`src/rtl/jsrg_pkg.sv`:
```
// package with payload types, register codes and constants of the joystick step rate generator
package jsrg_pkg;

  localparam int AXES_DEF     = 3;
  localparam int ADC_FULL_DEF = 1023;
  localparam int OUT_AXES     = 3;
  localparam int SAMPLE_W     = 10;
  localparam int CENTER_W     = 10;
  localparam int DZ_W         = 9;
  localparam int AXIS_SEL_W   = 2;
  localparam int POS_W        = 32;

  localparam logic [CENTER_W-1:0] CENTER_SPLIT  = 10'd512;
  localparam logic [CENTER_W-1:0] CENTER_RST    = 10'd512;
  localparam logic [DZ_W-1:0]     DEAD_ZONE_RST = 9'd20;

  typedef enum logic [1:0] {
    REG_CENTER_X  = 2'd0,
    REG_CENTER_Y  = 2'd1,
    REG_CENTER_Z  = 2'd2,
    REG_DEAD_ZONE = 2'd3
  } jsrg_reg_t;

  typedef struct packed {
    logic [AXIS_SEL_W-1:0] sample_axis;
    logic [SAMPLE_W-1:0]   sample;
  } jsrg_in_t;

  typedef struct packed {
    logic [OUT_AXES-1:0]     step_mask;
    logic [OUT_AXES-1:0]     dir_mask;
    logic signed [POS_W-1:0] position_x;
    logic signed [POS_W-1:0] position_y;
    logic signed [POS_W-1:0] position_z;
  } jsrg_out_t;

  typedef struct packed {
    logic tick;
    logic load_sample;
    logic reload;
  } jsrg_lane_ctrl_t;

endpackage

```
`src/rtl/jsrg_axis.sv`:
```
// one axis lane: rate from sample, accumulator, step and position
module jsrg_axis #(
  parameter int ADC_FULL = jsrg_pkg::ADC_FULL_DEF
) (
  input  logic                              clk,
  input  logic                              rst_n,
  input  jsrg_pkg::jsrg_lane_ctrl_t         ctrl,
  input  logic [jsrg_pkg::SAMPLE_W-1:0]     sample,
  input  logic [jsrg_pkg::CENTER_W-1:0]     center,
  input  logic [jsrg_pkg::DZ_W-1:0]         dead_zone,
  output logic                              step_nxt,
  output logic                              fwd_nxt,
  output logic signed [jsrg_pkg::POS_W-1:0] pos_nxt
);

  localparam int RANGE_W = $clog2(ADC_FULL + 1);
  localparam int MAG_W   = (RANGE_W > jsrg_pkg::SAMPLE_W) ? RANGE_W : jsrg_pkg::SAMPLE_W;
  localparam int CALC_W  = MAG_W + 2;
  localparam int ACC_W   = RANGE_W + 1;

  function automatic logic [RANGE_W-1:0] range_calc(
    input logic [jsrg_pkg::CENTER_W-1:0] c,
    input logic [jsrg_pkg::DZ_W-1:0]     d
  );
    logic signed [CALC_W-1:0] r;
    if (c < jsrg_pkg::CENTER_SPLIT) begin
      r = CALC_W'(c) - CALC_W'(d);
    end else begin
      r = CALC_W'(ADC_FULL) - CALC_W'(c) - CALC_W'(d);
    end
    return r[CALC_W-1] ? '0 : r[RANGE_W-1:0];
  endfunction

  logic [RANGE_W-1:0]              rate_r;
  logic                            fwd_r;
  logic signed [ACC_W-1:0]         acc_r;
  logic signed [jsrg_pkg::POS_W-1:0] pos_r;

  logic [RANGE_W-1:0]      range;
  logic [MAG_W-1:0]        mag;
  logic [MAG_W-1:0]        mag_c;
  logic                    fwd_s;
  logic [RANGE_W-1:0]      rate_s;
  logic [RANGE_W-1:0]      rate_eff;
  logic signed [ACC_W-1:0] acc_sub;
  logic signed [ACC_W-1:0] acc_new;

  always_comb begin
    range = range_calc(center, dead_zone);
    if (sample < center) begin
      mag   = MAG_W'(center - sample);
      fwd_s = 1'b0;
    end else begin
      mag   = MAG_W'(sample - center);
      fwd_s = 1'b1;
    end
    mag_c    = (mag > MAG_W'(range)) ? MAG_W'(range) : mag;
    rate_s   = (mag_c < MAG_W'(dead_zone)) ? '0 : RANGE_W'(mag_c - MAG_W'(dead_zone));
    rate_eff = ctrl.load_sample ? rate_s : rate_r;
    fwd_nxt  = ctrl.load_sample ? fwd_s : fwd_r;
    acc_sub  = acc_r - $signed({1'b0, rate_eff});
    step_nxt = acc_sub[ACC_W-1];
    acc_new  = step_nxt ? acc_sub + $signed({1'b0, range}) : acc_sub;
    if (!step_nxt) begin
      pos_nxt = pos_r;
    end else if (fwd_nxt) begin
      pos_nxt = pos_r + 32'sd1;
    end else begin
      pos_nxt = pos_r - 32'sd1;
    end
  end

  always_ff @(posedge clk) begin
    if (!rst_n) begin
      rate_r <= '0;
      fwd_r  <= 1'b1;
      acc_r  <= $signed({1'b0, range_calc(jsrg_pkg::CENTER_RST, jsrg_pkg::DEAD_ZONE_RST)});
      pos_r  <= '0;
    end else if (ctrl.reload) begin
      rate_r <= '0;
      acc_r  <= $signed({1'b0, range});
    end else if (ctrl.tick) begin
      rate_r <= rate_eff;
      fwd_r  <= fwd_nxt;
      acc_r  <= acc_new;
      pos_r  <= pos_nxt;
    end
  end

endmodule

```
`src/rtl/joystick_step_rate_generator.sv`:
```
// top level of the joystick step rate generator: config registers, input and result registers
//
//  channel | handshake            | payload
//  --------+----------------------+-------------------------------------------
//  in      | in_valid / in_ready  | in_data  (sample_axis, sample)
//  out     | out_valid/ out_ready | out_data (step_mask, dir_mask, position_*)
//  cfg     | psel penable pwrite  | paddr, pwdata, prdata (pready tied high)
//
// one request per cycle sustained while out_ready is high; a request waits in the input
// register, its result in the output register; per-axis add and compare runs between.
// rst_n is synchronous; after reset the axes are loaded with the range of the reset config.
// a stalled result holds in the output register while one more request waits in the input
// register; in_ready drops only when both are full.
module joystick_step_rate_generator #(
  parameter int AXES     = jsrg_pkg::AXES_DEF,
  parameter int ADC_FULL = jsrg_pkg::ADC_FULL_DEF
) (
  input  logic               clk,
  input  logic               rst_n,
  input  logic               in_valid,
  output logic               in_ready,
  input  jsrg_pkg::jsrg_in_t  in_data,
  output logic               out_valid,
  input  logic               out_ready,
  output jsrg_pkg::jsrg_out_t out_data,
  input  logic               psel,
  input  logic               penable,
  input  logic               pwrite,
  input  logic [3:0]         paddr,
  input  logic [31:0]        pwdata,
  output logic [31:0]        prdata,
  output logic               pready
);

  localparam int NCFG = jsrg_pkg::OUT_AXES;

  logic [jsrg_pkg::CENTER_W-1:0] center_r   [NCFG];
  logic [jsrg_pkg::CENTER_W-1:0] center_nxt [NCFG];
  logic [jsrg_pkg::DZ_W-1:0]     dz_r;
  logic [jsrg_pkg::DZ_W-1:0]     dz_nxt;

  logic               in_valid_r;
  jsrg_pkg::jsrg_in_t  in_data_r;
  logic               out_valid_r;
  jsrg_pkg::jsrg_out_t out_data_r;
  jsrg_pkg::jsrg_out_t result;

  logic               wr;
  jsrg_pkg::jsrg_reg_t idx;
  logic               advance;

  logic                              step_w [AXES];
  logic                              fwd_w  [AXES];
  logic signed [jsrg_pkg::POS_W-1:0] pos_w  [AXES];

  logic [jsrg_pkg::OUT_AXES-1:0]     step_vec;
  logic [jsrg_pkg::OUT_AXES-1:0]     dir_vec;
  logic signed [jsrg_pkg::POS_W-1:0] pos_vec [jsrg_pkg::OUT_AXES];

  // config port
  assign pready = 1'b1;
  assign wr     = psel && penable && pwrite && pready;
  assign idx    = jsrg_pkg::jsrg_reg_t'(paddr[3:2]);

  always_comb begin
    for (int i = 0; i < NCFG; i++) begin
      center_nxt[i] = center_r[i];
    end
    dz_nxt = dz_r;
    if (wr) begin
      unique case (idx)
        jsrg_pkg::REG_CENTER_X:  center_nxt[0] = pwdata[jsrg_pkg::CENTER_W-1:0];
        jsrg_pkg::REG_CENTER_Y:  center_nxt[1] = pwdata[jsrg_pkg::CENTER_W-1:0];
        jsrg_pkg::REG_CENTER_Z:  center_nxt[2] = pwdata[jsrg_pkg::CENTER_W-1:0];
        jsrg_pkg::REG_DEAD_ZONE: dz_nxt        = pwdata[jsrg_pkg::DZ_W-1:0];
        default:                 dz_nxt        = dz_r;
      endcase
    end
  end

  always_comb begin
    unique case (idx)
      jsrg_pkg::REG_CENTER_X:  prdata = 32'(center_r[0]);
      jsrg_pkg::REG_CENTER_Y:  prdata = 32'(center_r[1]);
      jsrg_pkg::REG_CENTER_Z:  prdata = 32'(center_r[2]);
      jsrg_pkg::REG_DEAD_ZONE: prdata = 32'(dz_r);
      default:                 prdata = '0;
    endcase
  end

  always_ff @(posedge clk) begin
    if (!rst_n) begin
      for (int i = 0; i < NCFG; i++) begin
        center_r[i] <= jsrg_pkg::CENTER_RST;
      end
      dz_r <= jsrg_pkg::DEAD_ZONE_RST;
    end else begin
      for (int i = 0; i < NCFG; i++) begin
        center_r[i] <= center_nxt[i];
      end
      dz_r <= dz_nxt;
    end
  end

  // input and result registers
  assign advance   = in_valid_r && (!out_valid_r || out_ready);
  assign in_ready  = !in_valid_r || advance;
  assign out_valid = out_valid_r;
  assign out_data  = out_data_r;

  always_ff @(posedge clk) begin
    if (!rst_n) begin
      in_valid_r  <= 1'b0;
      out_valid_r <= 1'b0;
    end else begin
      if (in_ready) begin
        in_valid_r <= in_valid;
      end
      if (advance) begin
        out_valid_r <= 1'b1;
      end else if (out_ready) begin
        out_valid_r <= 1'b0;
      end
    end
  end

  always_ff @(posedge clk) begin
    if (in_valid && in_ready) begin
      in_data_r <= in_data;
    end
    if (advance) begin
      out_data_r <= result;
    end
  end

  // axis lanes
  for (genvar i = 0; i < AXES; i++) begin : g_lane
    jsrg_pkg::jsrg_lane_ctrl_t     ctrl;
    logic [jsrg_pkg::CENTER_W-1:0] lane_center;

    if (i < NCFG) begin : g_cfg
      assign lane_center = center_nxt[i];
      assign ctrl.reload = wr && (idx == jsrg_pkg::REG_DEAD_ZONE ||
                                  idx == jsrg_pkg::jsrg_reg_t'(i));
    end else begin : g_fixed
      assign lane_center = jsrg_pkg::CENTER_SPLIT;
      assign ctrl.reload = wr && (idx == jsrg_pkg::REG_DEAD_ZONE);
    end

    assign ctrl.tick        = advance;
    assign ctrl.load_sample = advance && (32'(in_data_r.sample_axis) == i);

    jsrg_axis #(
      .ADC_FULL (ADC_FULL)
    ) u_axis (
      .clk       (clk),
      .rst_n     (rst_n),
      .ctrl      (ctrl),
      .sample    (in_data_r.sample),
      .center    (lane_center),
      .dead_zone (dz_nxt),
      .step_nxt  (step_w[i]),
      .fwd_nxt   (fwd_w[i]),
      .pos_nxt   (pos_w[i])
    );
  end

  for (genvar i = 0; i < jsrg_pkg::OUT_AXES; i++) begin : g_out
    if (i < AXES) begin : g_on
      assign step_vec[i] = step_w[i];
      assign dir_vec[i]  = fwd_w[i];
      assign pos_vec[i]  = pos_w[i];
    end else begin : g_off
      assign step_vec[i] = 1'b0;
      assign dir_vec[i]  = 1'b0;
      assign pos_vec[i]  = '0;
    end
  end

  always_comb begin
    result.step_mask  = step_vec;
    result.dir_mask   = dir_vec;
    result.position_x = pos_vec[0];
    result.position_y = pos_vec[1];
    result.position_z = pos_vec[2];
  end

  // checks
  a_empty_ready : assert property (@(posedge clk) disable iff (!rst_n)
    !out_valid_r |-> in_ready)
    else $error("input not ready while result register empty");

  a_advance_out : assert property (@(posedge clk) disable iff (!rst_n)
    advance |=> out_valid_r)
    else $error("request moved on but no result shown");

  a_no_overwrite : assert property (@(posedge clk) disable iff (!rst_n)
    (out_valid_r && !out_ready && in_valid_r) |-> !in_ready)
    else $error("pending request could be overwritten");

  a_hold_pending : assert property (@(posedge clk) disable iff (!rst_n)
    (in_valid_r && !advance) |=> (in_valid_r && $stable(in_data_r)))
    else $error("stalled request lost from input register");

endmodule
```
`config.mk`:
```
export PLATFORM = sky130hd
export DESIGN_NAME = joystick_step_rate_generator
export DESIGN_NICKNAME = d
export VERILOG_FILES = /design/src/rtl/jsrg_pkg.sv /design/src/rtl/jsrg_axis.sv /design/src/rtl/joystick_step_rate_generator.sv
export SDC_FILE = /design/constraint.sdc
export NUM_CORES = 1
export LEC_CHECK = 0
export BUFFER_PORTS_ARGS = -buffer_cell sky130_fd_sc_hd__buf_2
export CAP_MARGIN = 40
export CORE_ASPECT_RATIO = 0.6
export CORE_MARGIN = 2
export CORE_UTILIZATION = 63
export DETAILED_ROUTE_END_ITERATION = 16
export GPL_ROUTABILITY_DRIVEN = 0
export GPL_TIMING_DRIVEN = 0
export PLACE_DENSITY = 0.83
export SETUP_SLACK_MARGIN = 0.15
export SLEW_MARGIN = 20
export SYNTH_ARGS = -nofsm -noshare
export SYNTH_HDL_FRONTEND = slang
export SYNTH_SLANG_ARGS = --single-unit
export TNS_END_PERCENT = 10
```
`constraint.sdc`:
```
create_clock -name clk -period 13 [get_ports clk]
set_clock_uncertainty 0.1 [all_clocks]
set_input_delay 0.65 -clock clk [delete_from_list [all_inputs] [get_ports clk]]
set_output_delay 0.65 -clock clk [all_outputs]
set_load 0.1 [all_outputs]
```
* After elaboration in Yosys (flattened, before gate mapping)
Memory sizes are Yosys's and may differ from the RTL's.
Index checks and enable logic that the tools add are counted.
** Storage, ports and cells
- Register bits :: 287
- Memories :: 1
- Logic and storage cells :: 162
- Bits of input ports :: 55
- Memory bits (writable) :: 30
- Output and inout port bits :: 137
** Operators by class
- Eq/ne operators :: 5
- Reductions and logical operators :: 29
- Add/subtract/negate cells :: 30
- $lt $le $gt $ge :: 12
- Bitwise operators :: 7
- Muxes and demuxes :: 53
** Memory list
- center_r :: words 3, bits a word 10, rd ports 3, clocked after memory_dff 0, write ports 3, line joystick_step_rate_generator.sv:37 : logic [jsrg_pkg::CENTER_W-1:0] center_r [NCFG];
** Operators with widths (count)
- $mux 10 :: 27
- $mux 32 :: 6
- $pmux 32 s4 :: 1
- $add 32x2->32 const B :: 3
- $sub 32x2->32 const B :: 3
- $sub 10x10->10 :: 6
- $mux 12 :: 3
- $sub 12x9->12 :: 3
- $add 11x11->11 :: 3
- $mux 11 :: 3
- $sub 10x10->11 const A :: 3
- $sub 10x9->11 :: 3
- $sub 11x11->11 :: 3
- $gt 10x10->1 :: 3
- $lt 10x10->1 :: 3
- $lt 10x10->1 const B :: 3
- $lt 10x9->1 :: 3
- $mux 30 :: 1
- $sub 10x9->10 :: 3
- $mux 9 :: 2
- $logic_and 1x1->1 :: 10
- $mux 1 :: 10
- $reduce_bool 2->1 :: 4
- $eq 2x2->1 const B :: 3
- 8 further kinds :: 24

* Depth between registers and ports, before layout
- Depth after elaboration :: 17
- Depth in mapped cells :: 62
- Mapped depth without buffers :: 58

* By module
Synthesis repeated with hierarchy kept, for this count alone.
** Second synthesis, totals
- Cell total of the unflattened synthesis :: 3302
- Area total of the unflattened synthesis :: 27836.7 µm²
** Modules (own cells, without submodules)
- jsrg_axis at g_lane[2].u_axis :: cells each 1030, times used 1, area each 7389.6 µm², seq. area each 1081.0 µm²
- jsrg_axis at g_lane[1].u_axis :: cells each 940, times used 1, area each 7284.5 µm², seq. area each 1081.0 µm²
- jsrg_axis at g_lane[0].u_axis :: cells each 952, times used 1, area each 7198.2 µm², seq. area each 1081.0 µm²
- joystick_step_rate_generator :: cells each 380, times used 1, area each 5964.5 µm², seq. area each 4244.1 µm²

* Worst setup path after synthesis
No wires, ideal clock.
- Kind :: input port to flip-flop
- Start point :: input port paddr[2]
- End point :: register g_lane[2].u_axis.acc_r[8]
- Stages on the path :: 60
- Path buffers :: 5
- Path slack :: 1.778 ns
- Data required time :: 12.784 ns
- Library setup time :: 0.116 ns
- Arrival time :: 11.006 ns
- Cells stage by stage :: inv_1 -> ha_1 -> nand4_1 -> buf_2 -> mux2i_1 -> inv_1 -> ha_1 -> clkbuf_1 -> a21o_1 -> a21oi_1 -> o21ai_0 -> o21ai_1 -> and2_1 -> clkbuf_1 -> mux2i_1 -> o21ai_0 -> a21oi_1 -> o21ai_0 -> (+24 left out) -> ha_1 -> inv_1 -> ha_1 -> nand4b_1 -> and2_1 -> xor2_1 -> ha_1 -> a21oi_1 -> nor2_1 -> nor2_1 -> nor2b_1 -> o21a_1 -> o21ai_0 -> nand2b_1 -> a21oi_1 -> xnor2_1 -> a311o_1 -> a31o_2
** RTL lines
- start: declaration :: line joystick_step_rate_generator.sv:29 : input logic [3:0] paddr,
- end signal: assignment :: line jsrg_axis.sv:77 : acc_r <= $signed({1'b0, range_calc(jsrg_pkg::CENTER_RST, jsrg_pkg::DEAD_ZONE_RST)});
- end signal: assignment :: line jsrg_axis.sv:81 : acc_r <= $signed({1'b0, range});
- end signal: assignment :: line jsrg_axis.sv:85 : acc_r <= acc_new;
- end: declaration :: line jsrg_axis.sv:36 : logic signed [ACC_W-1:0] acc_r;

==> metrics.md <==
| Metric | Value |
|---|---|
| Clock sink count | `317` |
| RSZ-0062 raised after global routing | `true` |
| Avg Inst Size Synth | `8.551 um^2` |
| TritonCTS Buffers | `30` |
| Leakage | `13.27 nW` |
| CP max-delay cell | `fa_1` |
| Final Hold Viols | `0` |
| Fin crit period | `12.30 ns` |
| Antenna violations before repair | `2` |
| I/O Buffers | `140` |
| Worst slew pin tran | `0.9535 ns` |
| Die Ht | `163.2 um` |
| Peak supply drop | `107.8 uV` |
| Drt drc | `0` |
| HP Class | `primary input to flip-flop` |
| Total gr overflow | `0` |
| CTS tree | `done` |
| Synth warn | `0` |
| Number of global-route vias before repair | `23.88k` |
| Final non-filler cell total | `between 3k and 4k` |
| Pins Over Slew Limit | `0` |
| First-pass GRT wire length | `125.3 mm` |
| Slew HR | `a little over a third` |
| Die area | `about 44,000 um^2` |
| CTS Root Cell | `clkbuf_16` |
| Max-cap violations | `0` |
| Post-Route WL | `between 80 and 90 mm` |
| Main synth FF type | `dfxtp_1` |
| CP dominant cell by count | `ha_1` |
| Skew-Pair Late Insertion Delay | `about 0.6 ns` |
| Critical Path Start Type | `primary input` |
| CP Capture Type | `flip-flop` |
| Vias | `25.49k` |
| Most frequent cells in the layout | `ha_1 (314), nand2_1 (290), a21oi_1 (282)` |
| H-tree depth | `1` |
| Synth area leaders | `dfxtp_1 (15%), ha_1 (15%), edfxtp_1 (13%), a21oi_1 (5.4%), xnor2_1 (4.5%)` |
| Worst-path clk slew | `0.07 ns` |
| DP Cell Count | `3,860` |
| Nets@finish | `3,720` |
| Synth cell types | `104` |
| # IOs | `192` |
| Post-synth ARST share | `0%` |
| Final Setup Violations | `0` |
| Post-route ant nets | `0` |
| DP Worst Slack | `-0.6846 ns` |
| Top cell type's share of synthesized area | `15.28%` |
| Worst hold margin | `between 0.1 and 0.15 ns` |
| Area growth syn-to-layout | `11.86%` |
| Via/cell ratio | `6.496` |
| Mapped Cells | `between 3k and 4k` |
| GRT Total Usage | `a little over a third` |
| Synthesized flop and latch total | `approximately 320` |
| Antenna diode count | `0` |
| Cell area after synthesis | `26,600 um^2` |
| CP peak stage delay | `around 0.45 ns` |
| Commonest non-fill, non-tap cell in the layout | `ha_1` |
| Largest net degree at the start of global routing | `56` |
| Placed Area | `28,440 um^2` |
| Worst-path fanout max | `10` |
| Routed WL per cell | `20.82 um` |
| Layout cells sized above 1 | `about an eighth` |
| Iter 0 DRT Violations | `3,636` |
| Initial Util | `63.64%` |
| Die W | `269.3 um` |
| Tcrit/Tclk final | `~95%` |
| Final Worst Setup Slack | `approximately 0.70 ns` |
| CP Data Arrival Time | `between 10 and 15 ns` |
| CP Data Required Time | `13.40 ns` |
| Std cell rows | `58` |
| Post-synthesis sequential area ratio | `28.15%` |
| Largest area contributor in the netlist | `dfxtp_1` |
| CTS max path bufs | `3` |
| Drt pass-1 iters | `7` |
| Area of the core | `approximately 42,000 um^2` |
| Power Dens Cells | `142.3 nW/um^2` |
| Number of flops mapped to enable cells by yosys | `114` |
| DP Wirelength | `62.07 mm` |
| Post-route cell area | `about 30,000 um^2` |
| Total power | `4.235 mW` |
| Max Freq | `81.29 MHz` |
| Status | `complete, no violations` |
| Critical Setup Path Class | `primary input to flip-flop` |
[synth_stat cells, types with 20 or more instances]
cell	number
and2_1	21
nor2_1	246
ha_1	314
inv_1	188
o21a_1	33
a21oi_1	288
mux2i_1	72
mux2_2	64
dfxtp_1	203
nor3_1	56
nand2_1	290
buf_2	20
a22oi_1	20
nand3_1	64
xnor2_1	136
a21o_1	90
edfxtp_1	114
nand2b_1	40
o31ai_1	33
fa_1	21
and3_1	20
nor2b_1	51
clkbuf_1	73
o21ai_0	184
buf_4	34
xor2_1	65
a211oi_1	28
a31oi_1	20
o21bai_1	28
[cells by family (layout without fill, tap and decap cells)]
family	after synthesis	after routing	share of synthesized area, %
buf+inv	334	556	5.691
other cells	2	23	0.02823
compound gates	908	908	22.19
simple gates	874	874	15.31
mux	137	137	5.503
fa+ha+maj	336	336	16.39
xor+xnor	203	203	6.740
flops	317	317	28.15
[worst paths after layout]
| check | startpoint | to | cells past startpoint | slack (ns) |
|---|---|---|---|---|
| worst min register to register | g_lane[2].u_axis.pos_r[19] | g_lane[2].u_axis.pos_r[19] | 2 | 0.38 |
| worst max register to register | in_data_r[1] | g_lane[2].u_axis.acc_r[8] | 54 | 1.30 |
| worst max-delay path | paddr[2] | g_lane[2].u_axis.acc_r[8] | 61 | 0.70 |
| worst min-delay path | in_data[0] | in_data_r[0] | 1 | 0.12 |
[flip-flops by register name, indices dropped and copies added (netlist names)]
register / cells
out_data: 102
g_lane.u_axis.rate_r: 30
g_lane.u_axis.acc_r: 33
out_valid: 1
in_data_r: 12
dz_r: 9
g_lane.u_axis.pos_r: 96
g_lane.u_axis.fwd_r: 3
center_r: 30
in_valid_r: 1
[worst max-delay path: cells and delay by family]
| family | cells | cell delay [ns] |
|---|---|---|
| buffers and inverters | 11 | 1.78 |
| AND/OR/NAND/NOR | 12 | 1.83 |
| adder cells (fa/ha/maj) | 8 | 2.29 |
| multiplexers | 2 | 0.45 |
| XOR/XNOR | 3 | 0.65 |
| AO/OA/AOI/OAI | 25 | 5.03 |
[power breakdown]
group / switching (mW) / total [mW] / internal, mW / leakage [nW]
Combinational: 1.38 / 2.14 / 0.757 / 10.0
Clock: 0.412 / 0.922 / 0.510 / 0.482
Sequential: 0.0491 / 1.17 / 1.12 / 2.74
[area by class of cell]
type / instances / area, um^2
well taps: 570 / 713.2
fillers: 3133 / 12040
multi-input cells: 2481 / 17960
plain buffers: 143 / 822.0
clock inverters: 20 / 220.2
clock buffers: 36 / 783.3
inverters: 191 / 721.9
repair buffers: 166 / 1052
flip-flops and latches: 317 / 7487
[routing by layer]
metal	up-vias	global-route usage (%)	wire length, um
li1	11640	-	-
met5	-	0	30
met3	303	9.115	10510
met4	4	12.02	3094
met2	1641	54.15	34480
met1	11900	48.16	33580
[metrics by stage]
| step | TNS (ns) | utilization, % |
|---|---|---|
| global route | 0 | 71.19 |
| floorplan | 0 | - |
| finish | 0 | 71.19 |
| CTS | 0 | 70.47 |
| global placement | -4.258 | 67.21 |
| detailed placement | -37.89 | 68.05 |
[timing repair]
action,CTS,global route
hold buffers,0,0
gates cloned,0,0
pin swaps,0,2
endpoints found under the hold margin,0,0
resized for setup,4,60
setup endpoints to repair,75,220
setup buffers,0,1
No activity file was read; power rests on OpenSTA's default activity.
